**src/rtl/dsfp_pkg.sv**
```systemverilog
// Shared types and constants for the decimal string to fixed-point converter.
// No dependencies; imported by every module of the block.
package dsfp_pkg;

  localparam logic [7:0]  CH_DOT          = 8'h2E;
  localparam logic [7:0]  CH_ZERO         = 8'h30;
  localparam logic [7:0]  CH_NINE         = 8'h39;
  localparam logic [7:0]  FRAC_SAT        = 8'hFF;
  localparam logic [7:0]  SCALE_DIGITS    = 8'd2;
  localparam logic [63:0] MAX_VALUE_RESET = 64'h0000_FFFF_FFFF_FFFF;

  localparam int CFG_IDX_W = 2;
  localparam logic [CFG_IDX_W-1:0] REG_MODE      = 2'd0;
  localparam logic [CFG_IDX_W-1:0] REG_MAX_VALUE = 2'd1;

  localparam int OUT_W = 80;

  // Parser state at the final character of a string.
  typedef struct packed {
    logic [63:0] value;
    logic [7:0]  frac;
    logic        bad;
  } scan_t;

  typedef struct packed {
    logic [3:0]  byte_length;
    logic        ok;
    logic [7:0]  frac;
    logic [63:0] value;
  } result_t;

endpackage

```
**src/rtl/dsfp_scan.sv**
```systemverilog
// Character parser: digit accumulator, dot tracking and fraction count.
// Depends on dsfp_pkg.
module dsfp_scan
  import dsfp_pkg::*;
(
  input  logic       clk,
  input  logic       rst,
  input  logic       take,
  input  logic [7:0] ch,
  input  logic       last,
  output scan_t      done
);

  logic [63:0] accum, accum_next;
  logic        dot_seen, dot_seen_next;
  logic [7:0]  after_dot, after_dot_next;
  logic        bad_char, bad_char_next;
  logic        is_digit;

  always_comb begin
    is_digit       = (ch >= CH_ZERO) && (ch <= CH_NINE);
    after_dot_next = (dot_seen && after_dot != FRAC_SAT) ? after_dot + 8'd1 : after_dot;
    dot_seen_next  = dot_seen;
    bad_char_next  = bad_char;
    accum_next     = accum;
    if (ch == CH_DOT) begin
      dot_seen_next = 1'b1;
      if (dot_seen) bad_char_next = 1'b1;
    end else if (is_digit) begin
      // accum * 10 + digit as two shifts and two adds
      accum_next = {accum[60:0], 3'b000} + {accum[62:0], 1'b0} + {60'd0, ch[3:0]};
    end else begin
      bad_char_next = 1'b1;
    end
    done = '{value: accum_next, frac: after_dot_next, bad: bad_char_next};
  end

  always_ff @(posedge clk) begin
    if (rst) begin
      accum     <= '0;
      dot_seen  <= 1'b0;
      after_dot <= '0;
      bad_char  <= 1'b0;
    end else if (take) begin
      if (last) begin
        accum     <= '0;
        dot_seen  <= 1'b0;
        after_dot <= '0;
        bad_char  <= 1'b0;
      end else begin
        accum     <= accum_next;
        dot_seen  <= dot_seen_next;
        after_dot <= after_dot_next;
        bad_char  <= bad_char_next;
      end
    end
  end

endmodule

```
**src/rtl/dsfp_limit.sv**
```systemverilog
// Limit check, rejection zeroing and minimal byte length of the result.
// Depends on dsfp_pkg.
module dsfp_limit
  import dsfp_pkg::*;
(
  input  logic [63:0] value,
  input  logic [7:0]  frac,
  input  logic        ok_in,
  input  logic        mode,
  input  logic [63:0] max_value,
  output result_t     res
);

  logic       ok;
  logic [3:0] len;

  always_comb begin
    ok = ok_in && !(mode && (value > max_value));
    res.value = ok ? value : 64'd0;
    res.frac  = ok ? frac : 8'd0;
    res.ok    = ok;
    len = 4'd1;
    for (int i = 1; i < 8; i++) begin
      if (res.value[8*i +: 8] != 8'd0) len = 4'(i + 1);
    end
    res.byte_length = len;
  end

endmodule

```
**src/rtl/decimal_string_to_fixed_point_top.sv**
```systemverilog
// Decimal string to fixed-point converter, one character per transfer.
// Throughput: one character per cycle, set by the x10 accumulate loop; a final character
// waits out stalls; its result passes the snapshot, scaled-value and output registers.
// Synchronous active-high reset clears the parser, the pipeline and sets
// mode to 0 and max_value to 0xFFFFFFFFFFFF.
// Depends on dsfp_pkg, dsfp_scan, dsfp_limit.
module decimal_string_to_fixed_point_top
  import dsfp_pkg::*;
(
  input  logic                 clk,
  input  logic                 rst,
  input  logic                 s_tvalid,
  output logic                 s_tready,
  input  logic [7:0]           s_tdata,   // [7:0] ch
  input  logic                 s_tlast,
  output logic                 m_tvalid,
  input  logic                 m_tready,
  output logic [OUT_W-1:0]     m_tdata,   // [63:0] result_value, [71:64] fraction_digits,
                                          // [72] ok, [76:73] byte_length, [79:77] zero
  input  logic                 cfg_valid,
  output logic                 cfg_ready,
  input  logic [CFG_IDX_W-1:0] cfg_index,
  input  logic [63:0]          cfg_data
);

  logic        mode;
  logic [63:0] max_value;

  // input register
  logic       v0;
  logic [7:0] ch0;
  logic       last0;
  // final-character snapshot
  logic        v1;
  scan_t       fin;
  logic        fin_mode;
  logic [63:0] fin_max;
  // scaled value
  logic        v2;
  logic [63:0] sc_value;
  logic [7:0]  sc_frac;
  logic        sc_ok;
  logic        sc_mode;
  logic [63:0] sc_max;
  // output register
  logic        v3;
  result_t     res;

  logic    rdy1, rdy2, rdy3, take;
  scan_t   done;
  result_t res_next;
  logic [63:0] scaled;
  logic [7:0]  frac_next;
  logic        ok_next;

  assign cfg_ready = 1'b1;

  always_ff @(posedge clk) begin
    if (rst) begin
      mode      <= 1'b0;
      max_value <= MAX_VALUE_RESET;
    end else if (cfg_valid) begin
      if (cfg_index == REG_MODE)      mode      <= cfg_data[0];
      if (cfg_index == REG_MAX_VALUE) max_value <= cfg_data;
    end
  end

  assign rdy3     = !v3 || m_tready;
  assign rdy2     = !v2 || rdy3;
  assign rdy1     = !v1 || rdy2;
  assign take     = v0 && (!last0 || rdy1);
  assign s_tready = !v0 || take;

  dsfp_scan u_scan (
    .clk  (clk),
    .rst  (rst),
    .take (take),
    .ch   (ch0),
    .last (last0),
    .done (done)
  );

  always_comb begin
    scaled    = fin.value;
    ok_next   = !fin.bad;
    frac_next = fin.frac;
    if (fin_mode) begin
      frac_next = 8'd0;
      if (fin.frac > SCALE_DIGITS) begin
        ok_next = 1'b0;
      end else if (fin.frac == 8'd1) begin
        scaled = {fin.value[60:0], 3'b000} + {fin.value[62:0], 1'b0};
      end else if (fin.frac == 8'd0) begin
        scaled = {fin.value[57:0], 6'd0} + {fin.value[58:0], 5'd0}
               + {fin.value[61:0], 2'b00};
      end
    end
  end

  dsfp_limit u_limit (
    .value     (sc_value),
    .frac      (sc_frac),
    .ok_in     (sc_ok),
    .mode      (sc_mode),
    .max_value (sc_max),
    .res       (res_next)
  );

  always_ff @(posedge clk) begin
    if (rst) begin
      v0 <= 1'b0;
      v1 <= 1'b0;
      v2 <= 1'b0;
      v3 <= 1'b0;
    end else begin
      if (s_tready) v0 <= s_tvalid;
      if (rdy1)     v1 <= take && last0;
      if (rdy2)     v2 <= v1;
      if (rdy3)     v3 <= v2;
    end
  end

  always_ff @(posedge clk) begin
    if (s_tready && s_tvalid) begin
      ch0   <= s_tdata;
      last0 <= s_tlast;
    end
    if (rdy1) begin
      fin      <= done;
      fin_mode <= mode;
      fin_max  <= max_value;
    end
    if (rdy2) begin
      sc_value <= scaled;
      sc_frac  <= frac_next;
      sc_ok    <= ok_next;
      sc_mode  <= fin_mode;
      sc_max   <= fin_max;
    end
    if (rdy3) res <= res_next;
  end

  assign m_tvalid = v3;
  assign m_tdata  = {3'b000, res.byte_length, res.ok, res.frac, res.value};

endmodule

```
**config.mk**
```make
export PLATFORM = sky130hd
export DESIGN_NAME = decimal_string_to_fixed_point_top
export DESIGN_NICKNAME = d
export VERILOG_FILES = /design/src/rtl/dsfp_pkg.sv /design/src/rtl/dsfp_scan.sv /design/src/rtl/dsfp_limit.sv /design/src/rtl/decimal_string_to_fixed_point_top.sv
export SDC_FILE = /design/constraint.sdc
export NUM_CORES = 1
export LEC_CHECK = 0
export BUFFER_PORTS_ARGS = -buffer_cell sky130_fd_sc_hd__buf_2
export CAP_MARGIN = 10
export CORE_MARGIN = 2
export CORE_UTILIZATION = 55
export CTS_CLUSTER_DIAMETER = 200
export DETAILED_ROUTE_END_ITERATION = 16
export GPL_ROUTABILITY_DRIVEN = 0
export PLACE_DENSITY_LB_ADDON = 0.05
export REMOVE_ABC_BUFFERS = 1
export SLEW_MARGIN = 10
export SYNTH_ARGS = -nofsm -noshare
export SYNTH_HDL_FRONTEND = slang
export SYNTH_SLANG_ARGS = --single-unit
```
**constraint.sdc**
```tcl
create_clock -name clk -period 11.7 [get_ports clk]
set_input_delay 1.17 -clock clk [delete_from_list [all_inputs] [get_ports clk]]
set_output_delay 1.17 -clock clk [all_outputs]
set_load 0.01 [all_outputs]
```
* Word-level counts from Yosys, hierarchy flattened
Index checks and enable logic that the tools add are counted.
Operators by class: magnitude comparators 4, reductions and logical operators 32, multiplexer cells 24, add/subtract/negate cells 6, equality and inequality tests 4
Operators by type and width (number):
- $mux W64 | 8
- $add A64 B64 Y64 | 4
- $add A64 B4 Y64 | 1
- $gt A64 B64 Y1 | 1
- $reduce_bool A8 Y1 | 7
- $mux W8 | 2
- $mux W3 | 4
- $add A8 B1 Y8 const B | 1
- $eq A8 B1 Y1 const B | 1
- $eq A8 B6 Y1 const B | 1
- $ge A8 B6 Y1 const B | 1
- $gt A8 B2 Y1 const B | 1
- $le A8 B6 Y1 const B | 1
- $logic_not A8 Y1 | 1
- $mux W1 | 8
- $ne A8 B8 Y1 const B | 1
- $logic_and A1 B1 Y1 | 7
- $logic_not A1 Y1 | 7
- $reduce_and A2 Y1 | 3
- $logic_or A1 B1 Y1 | 5
- $mux W2 | 2
- $eq A2 B1 Y1 const B | 1
- $logic_not A2 Y1 | 1
- $reduce_bool A2 Y1 | 1
Word-level totals: output and inout port bits 83, flip-flop bits (word level) 505, logic and storage cells 97, input port bits 80

* Longest topological paths before layout
Gate-level depths: netlist of the first run.
depth in word-level cells 12, gate-level depth with buffers 15, mapped depth without buffers 15

* Cells and area by module
A second synthesis of the first run with hierarchy kept.
Unflattened totals: cells, all modules 3608, area, all modules 33973.8 um^2
By module, submodules not included:
- decimal_string_to_fixed_point_top | seq. area each 12251.8 um^2, instances 1, cells an instance 1963, area each 22510.3 um^2
- dsfp_scan | seq. area each 1481.4 um^2, instances 1, cells an instance 1114, area each 8245.4 um^2
- dsfp_limit | seq. area each 0.0 um^2, instances 1, cells an instance 531, area each 3218.1 um^2

* Least setup slack after synthesis of the first run
No wires, ideal clock.
path kind input-to-reg, start in m_tready, end reg sc_frac[0], enable pin, cell stages on the path 2, arrival 3680 ps, path slack 6841 ps, required time 10521 ps, path buffers 0, library setup time 1179 ps, path through nor2b_1 > nand2_1
On the way: word-level cells in the longest chain between the ends 2
Ends and longest elaborated chain:
- from (decl) | RTL line decimal_string_to_fixed_point_top.sv:17 | input logic m_tready,
- $logic_or A1 B1 Y1 | RTL line decimal_string_to_fixed_point_top.sv:68 | assign rdy3 = !v3 || m_tready;
- $logic_or A1 B1 Y1 | RTL line decimal_string_to_fixed_point_top.sv:69 | assign rdy2 = !v2 || rdy3;
- net rdy2 | RTL line decimal_string_to_fixed_point_top.sv:49 | logic rdy1, rdy2, rdy3, take;
- to (signal assigned) | RTL line decimal_string_to_fixed_point_top.sv:135 | sc_frac <= frac_next;
- to (decl) | RTL line decimal_string_to_fixed_point_top.sv:41 | logic [7:0] sc_frac;
The timed path passes the listed nets, and every way through them passes these cells. A chain may end at the register's enable or synchronous reset.

* Worst setup path in the final report of the first run
start reg fin[9] (netlist bit), end reg sc_value[58] (data pin)
On the way: word-level cells in the longest chain between the ends 6
Ends and longest elaborated chain:
- from (decl) | RTL line decimal_string_to_fixed_point_top.sv:35 | scan_t fin;
- from (signal assigned) | RTL line decimal_string_to_fixed_point_top.sv:129 | fin <= done;
- $add A64 B64 Y64 | RTL line decimal_string_to_fixed_point_top.sv:94 | scaled = {fin.value[57:0], 6'd0} + {fin.value[58:0], 5'd0}
- $add A64 B64 Y64 | RTL line decimal_string_to_fixed_point_top.sv:95 | + {fin.value[61:0], 2'b00};
- $mux W64 | RTL line decimal_string_to_fixed_point_top.sv:93 | end else if (fin.frac == 8'd0) begin
- $mux W64 (*) | RTL line decimal_string_to_fixed_point_top.sv:91 | end else if (fin.frac == 8'd1) begin
- $mux W64 (*) | RTL line decimal_string_to_fixed_point_top.sv:89 | if (fin.frac > SCALE_DIGITS) begin
- $mux W64 (*) | RTL line decimal_string_to_fixed_point_top.sv:87 | if (fin_mode) begin
- net scaled[58] | RTL line decimal_string_to_fixed_point_top.sv:52 | logic [63:0] scaled;
- to (signal assigned) | RTL line decimal_string_to_fixed_point_top.sv:134 | sc_value <= scaled;
- to (decl) | RTL line decimal_string_to_fixed_point_top.sv:40 | logic [63:0] sc_value;
The timed path passes the listed nets; every way through them passes the cells marked *.

==> flow_summary.json, run 1 <==
{
  "grt_start_max_net_pins": 89,
  "synth.avg_cell_area_sq_um": 9.89,
  "max-slew-margin-rel_pct": 33.1,
  "use_met1_pct": 39.3,
  "seq_power_share_pct": 52.0,
  "rrSetupSlack_ps": 6790,
  "layout.nets": 3820,
  "arrival_ps": 5210,
  "start_util_pct": 55.3,
  "routedWlPerCell_microns": 19.9,
  "place_area_sq_mm": 0.0339,
  "finClkSkew_ps": 26.7,
  "p_int_mw": 2.98,
  "combPwrFrac_pct": 3.1,
  "drt_iter0_drc": 2267,
  "maxCapViolCount": 0,
  "die_w_microns": 247,
  "cts_setup_buffers": 0,
  "hp-class": "flip-flop to flip-flop",
  "dr_total_vias": 25433,
  "cts.reportedPaths.clkPinSlew_ps": 60,
  "synth_top_area_share_pct": 33.4,
  "synth_commonest_cells": "nand2_1 (426), edfxtp_1 (362), ha_1 (305)",
  "cp_max_fo": 6,
  "post-dp-hpwl_microns": 61600,
  "antenna_found_initial": 0,
  "pwr-share-clk_pct": 44.9,
  "num_antenna_cells": 0,
  "cp.required_ps": 12000,
  "portBuffers": 158,
  "synth-main-ff-cell": "edfxtp_1",
  "synth_most_common_cell": "nand2_1",
  "fin_crit_sh_pct": 42.0,
  "worst_setup_path_start_kind": "flip-flop",
  "postCtsHoldBufs": 0,
  "root_buffer": "clkbuf_16",
  "powerDensity_mw_per_mm2": 106,
  "synth_simple_gate_area_share_pct": 15.7,
  "setup_tns_ps": 0,
  "synthMuxAreaShare_pct": 0.719,
  "design.core.area_sq_mm": 0.0588,
  "cts_tree": "yes",
  "drv_slew": 0,
  "yosys_warnings": 0,
  "clk_latency_ps": 600,
  "ys_seq_area_share_pct": 42.2,
  "grt_pass1_vias": 24508,
  "cts.sinks": 505,
  "path_class": "flip-flop to flip-flop",
  "synth_top_family_by_area": "compound AO/OA/AOI/OAI gates",
  "grt_overflow": 0,
  "synth_fa_ha_area_share_pct": 15.5,
  "num_rows": 89,
  "dieArea_sq_mm": 0.0611,
  "vias_per_cell": 6.07,
  "final_util_pct": 60.6,
  "drt_pass1_iterations": 8,
  "status": "completed",
  "p_leak_nw": 16.6,
  "pin_count": 163,
  "max_freq_ghz": 0.203,
  "grt_use_met2_pct": 41.8,
  "htree_levels": 2,
  "clockBufferDepth": 3,
  "grt_pass1_wl_microns": 131000,
  "fill_cells": 4947,
  "setup_viol": 0,
  "fin_area_sq_mm": 0.0356,
  "peakVddDrop_uv": 162,
  "top_usage_layer": "met2",
  "synth_xor_area_share_pct": 4.68,
  "track_usage_pct": 27.0,
  "synth_cells": 3290,
  "synth.distinct_cells": 89,
  "post-route-min-period_ps": 4910,
  "worst_pin_slew_ps": 1000,
  "synth_compound_area_share_pct": 17.9,
  "drive_above_1_share_pct": 9.31,
  "switching_share_pct": 20.9,
  "synth.cell_area_sq_mm": 0.0325,
  "yosys.area.top_type": "edfxtp_1",
  "crit_path_end_kind": "flip-flop",
  "hold_violations": 0,
  "power.switching_uw": 788,
  "dieHeight_microns": 247,
  "rsz0062_at_grt": "no",
  "synth_edf_count": 362,
  "cts_resized": 0,
  "grtUsageMet3_pct": 3.36,
  "async_flop_share_pct": 0,
  "wirelength_microns": 83200,
  "syn2layout_area_growth_pct": 9.45,
  "drcViolationCount": 0,
  "antenna_left": 0,
  "synth-seq-cells": 505,
  "cts_buffers": 51,
  "ys_top_cells_by_area": "edfxtp_1 (33%), ha_1 (12%), dfxtp_1 (8.8%), nand2_1 (4.9%), a21oi_1 (4.1%)"
}
-- power groups by stage --
stage          Clock, mW  Sequential (mW)  Combinational, mW
6_report            1.69             1.96              0.117
5_1_grt             1.79             1.96              0.129
3_3_place_gp           0             2.00              0.112
3_5_place_dp           0             2.00              0.116
4_1_cts             1.72             1.96              0.117
2_1_floorplan          0             1.99             0.0595
-- state kept, by name (all words and copies together), names as in the netlist, 64 cells and up --
name          count
sc_max           64
fin              73
sc_value         64
fin_max          64
m_tdata          77
max_value        64
u_scan.accum     64
-- layer usage --
metal	part of all wire [%]	vias up
met5	0	-
met2	44	976
met3	6.6	145
met4	2.9	0
met1	47	12105
li1	-	12207
-- stage by stage --
stage                     power, mW  hold slack [ps]  worst slack [ps]  std cells
after CTS                      3.80              414              6840       4189
after global routing           3.88              424              6540       4189
after global placement         2.11              402              6980       4094
after detailed placement       2.11              405              6860       4094
after floorplan                2.05              400              6840       3140
final                          3.77              415              6790       4189
-- path summary, 6_finish.rpt --
check / from / endpoint / cells after the start
max reg2reg: fin[9] / sc_value[58] / 15
min: fin_max[31] / sc_max[31] / 0
min reg2reg: fin_max[31] / sc_max[31] / 0
max: fin[9] / sc_value[58] / 15
-- cell families (layout without fill, tap and decap cells) --
family                   Yosys count  count (layout)
other                              2               4
AND/OR/NAND/NOR                 1055            1055
flip-flops                       505             505
adder cells (fa/ha/maj)          366             366
XOR/XNOR                         174             174
buffers and inverters            263             387
AO/OA/AOI/OAI                    903             903
multiplexers                      22              22
-- critical path, cell delays in order, from the launching register on --
cell and delay (ps):
edfxtp_1 500, fa_1 590, ha_1 200, inv_1 70
fa_1 400, nand2b_1 180, a21oi_1 230, o21ai_0 220
o21a_1 280, o41ai_2 700, nand4_1 180, o21bai_1 380
a21oi_1 140, xnor2_1 150, a221oi_1 250, o311ai_0 170
-- final cells by class --
type	instances	area (sq um)	area share, %
flip-flops and latches	505	13700	38.6
repair buffers	181	966	2.71
clock inverters	23	297	0.833
clock buffers	72	1450	4.06
well taps	773	967	2.72
multi-input cells	2524	17800	49.9
inverters	111	423	1.19
-- layout by cell type, fill, tap and decap left out, types with 38 or more instances in the layout --
cell type  count
a21o_1       118
a21oi_1      265
a22oi_1       69
and2_1        88
buf_2        157
clkbuf_16     51
dfxtp_1      143
edfxtp_1     362
fa_1          61
ha_1         305
inv_1        109
nand2_1      425
nand3_1       42
nand3b_1      54
nand4_1       61
nor2_1       187
nor2b_1       38
nor3_1        38
o21ai_0      181
xnor2_1       90
xor2_1        84
(Power assumes the default switching activity.)
==> run 2, diff against run 1 <==
--- a/config.mk
+++ b/config.mk
@@ -5,6 +5,7 @@
 export SDC_FILE = /design/constraint.sdc
 export NUM_CORES = 1
 export LEC_CHECK = 0
+export ABC_AREA = 1
 export BUFFER_PORTS_ARGS = -buffer_cell sky130_fd_sc_hd__buf_2
 export CAP_MARGIN = 10
 export CORE_MARGIN = 2
==> constraint.sdc (replaced) <==
create_clock -name clk -period 5 [get_ports clk]
set_input_delay 0.5 -clock clk [delete_from_list [all_inputs] [get_ports clk]]
set_output_delay 0.5 -clock clk [all_outputs]
set_load 0.01 [all_outputs]
==> run 2 against run 1 <==
  * Hold slack got worse by 340 ps
  * Count of clock-buffer cells in the layout rose by 7
  * Fmax up 27%
  * Critical path depth did not move
==> flow_summary.json, run 2 <==
{
  "status": "completed",
  "fin_area_sq_mm": 0.0382,
  "cts.sinks": 505,
  "ys_top_cells_by_area": "edfxtp_1 (31%), ha_1 (11%), nand2_1 (9.1%), dfxtp_1 (8.3%), inv_1 (6.3%)",
  "drive_above_1_share_pct": 8.62,
  "cp-endpoint": "sc_value[27]",
  "synth_commonest_cells": "nand2_1 (836), inv_1 (581), nor2_1 (499)",
  "start_util_pct": 55.9,
  "synth_top_area_share_pct": 31.4,
  "crit_path_cell_trace": "fa_1, ha_1, a21oi_1, nand2_1, inv_1, nor2_1, nor2_1, o21ai_1, a21boi_0, inv_1, or2_2, nand3_1, nand3_1, o21ai_0, inv_1",
  "async_flop_share_pct": 0,
  "postCtsHoldBufs": 0,
  "hp-class": "input pin to flip-flop",
  "cts_tree": "yes",
  "largest_register_ff_count": 77,
  "multi_input_area_sq_mm": 0.0183,
  "max-slew-margin-rel_pct": 26.6,
  "cts.reportedPaths.clkPinSlew_ps": 60,
  "drv_slew": 0,
  "grt_start_max_net_pins": 95,
  "cp.required_ps": 5360,
  "ys_seq_area_share_pct": 39.7,
  "synth.cell_area_sq_mm": 0.0346,
  "layout.nets": 4875,
  "maxCapViolCount": 0,
  "wirelength_microns": 95000,
  "drcViolationCount": 0,
  "arrival_ps": 4230,
  "fill_cells": 5625,
  "crit_start": "fin[11]",
  "clockBufferDepth": 3,
  "worst_pin_slew_ps": 1090,
  "grt_pass1_vias": 27828,
  "mostFrequentLayoutCells": "nand2_1 (835), inv_1 (576), nor2_1 (498), a21oi_1 (419), edfxtp_1 (362)",
  "synth.avg_cell_area_sq_um": 8.09,
  "post-dp-hpwl_microns": 74000,
  "portBuffers": 158,
  "drt_iter0_drc": 2240,
  "synth_cells": 4283,
  "yosys.area.top_type": "edfxtp_1",
  "num_antenna_cells": 0,
  "rsz0062_at_grt": "no",
  "track_usage_pct": 29.3,
  "synth.distinct_cells": 67,
  "reg2reg_depth": 15,
  "worstReg2RegEnd": "sc_value[27]",
  "post-route-min-period_ps": 3870,
  "path_common_cell": "inv_1",
  "fin_crit_sh_pct": 77.4,
  "hold_depth": 1,
  "yosys_warnings": 0,
  "cts_resized": 0,
  "synth_most_common_cell": "nand2_1",
  "drt_pass1_iterations": 6,
  "synth-seq-cells": 505,
  "crit_path_end_kind": "flip-flop",
  "cts_buffers": 55,
  "slowest_stage": "fa_1",
  "root_buffer": "clkbuf_16",
  "critical_path.max_stage_delay_ps": 530,
  "p_leak_nw": 17.3,
  "vias_per_cell": 5.57,
  "pin_count": 163,
  "finClkSkew_ps": 51.6,
  "max_freq_ghz": 0.258,
  "powerDensity_mw_per_mm2": 241,
  "setup_viol": 0,
  "antenna_found_initial": 0,
  "routedWlPerCell_microns": 17.9,
  "synth-main-ff-cell": "edfxtp_1",
  "final_util_pct": 61.6,
  "clk_latency_ps": 640,
  "die_w_microns": 255,
  "hold_violations": 0,
  "cp_max_fo": 6,
  "syn2layout_area_growth_pct": 10.2,
  "grt_pass1_wl_microns": 149000,
  "path_class": "flip-flop to flip-flop",
  "antenna_left": 0,
  "synth_edf_count": 362,
  "worst_setup_path_start_kind": "flip-flop",
  "peakVddDrop_uv": 259,
  "dr_total_vias": 29585,
  "final_common_cell": "nand2_1",
  "dieHeight_microns": 255,
  "num_rows": 91,
  "regArea_sq_mm": 0.0137,
  "grt_overflow": 0,
  "place_area_sq_mm": 0.0363,
  "rrSetupSlack_ps": 1130,
  "htree_levels": 2,
  "dieArea_sq_mm": 0.0650,
  "cts_setup_buffers": 0,
  "design.core.area_sq_mm": 0.0619,
  "r2r-start": "fin[11]"
}
[run 2: changes by cell type after synthesis, moves of 42 or more]
cell	previous run	this run
xor2_1	84	42
a21oi_1	265	419
a21o_1	118	29
nand3_1	43	179
a22oi_1	69	0
and2_1	88	6
nand2_1	426	836
xnor2_1	90	36
nand3b_1	54	9
o21ai_0	181	263
inv_1	111	581
nor2_1	188	499
clkbuf_1	123	66
[run 2: worst min path at each step]
| stage | from | endpoint | slack, ps |
|---|---|---|---|
| after global placement | fin_max[37] | sc_max[37] | 400 |
| after floorplan | fin_max[0] | sc_max[0] | 400 |
| final | s_tdata[7] | ch0[7] | 70 |
| after global routing | s_tdata[6] | ch0[6] | 50 |
| after CTS | s_tdata[6] | ch0[6] | 40 |
| after detailed placement | fin_max[44] | sc_max[44] | 400 |
[run 2: routing by layer]
metal | part of all wire, % | GRT usage (%) | vias up
met1 | 46 | 42.8 | 13663
li1 | - | - | 14767
met5 | 0 | 0 | -
met3 | 6.9 | 3.11 | 150
met4 | 3.0 | 9.47 | 0
met2 | 44 | 45.6 | 1005
[run 2: logic make-up (layout without fill, tap and decap cells)]
family	count (synthesis)	after routing	synth area share (%)
AOI/OAI and AO/OA	971	971	16.1
xor gates and xnor gates	78	78	1.97
adders and majority gates	366	366	14.5
buffers and inverters	687	878	7.58
DFF	505	505	39.7
muxes	1	1	0.0325
other	2	4	0.0217
and+or+nand+nor	1673	1673	20.1
[run 2: layout make-up]
| type | instances | area share, % |
|---|---|---|
| Timing Repair Buffer | 181 | 2.56 |
| Multi-Input combinational cell | 3093 | 48.0 |
| Clock buffer | 79 | 4.03 |
| Clock inverter | 25 | 0.846 |
| Sequential cell | 505 | 36.0 |
| Tap cell | 837 | 2.74 |
| Inverter | 593 | 5.86 |
[run 2: power breakdown]
| part | switching (mW) | leakage [nW] | internal [mW] |
|---|---|---|---|
| clock | 1.72 | 0.904 | 2.42 |
| combinational | 0.261 | 11.2 | 0.140 |
| sequential | 0.0741 | 5.21 | 4.57 |
| total | 2.05 | 17.3 | 7.14 |
[run 2: stage by stage]
stage	total power, mW	instances	hold WS (ps)	setup slack [ps]	setup TNS (ps)
2_1_floorplan	4.95	4191	400	-10120	-1320070
3_3_place_gp	5.13	5209	401	1370	0
3_5_place_dp	5.13	5209	405	1280	0
4_1_cts	9.26	5313	36.5	1250	0
5_1_grt	9.49	5313	48.5	932	0
6_report	9.19	5313	71.8	1130	0
[run 2: worst max-delay path: cells and delay by family, from the launching register on]
kind                     cells  cell delay (ps)
adder cells (fa/ha/maj)      2              900
buffers and inverters        3              400
AO/OA/AOI/OAI                4              930
AND/OR/NAND/NOR              6              880
flip-flops                   1              520
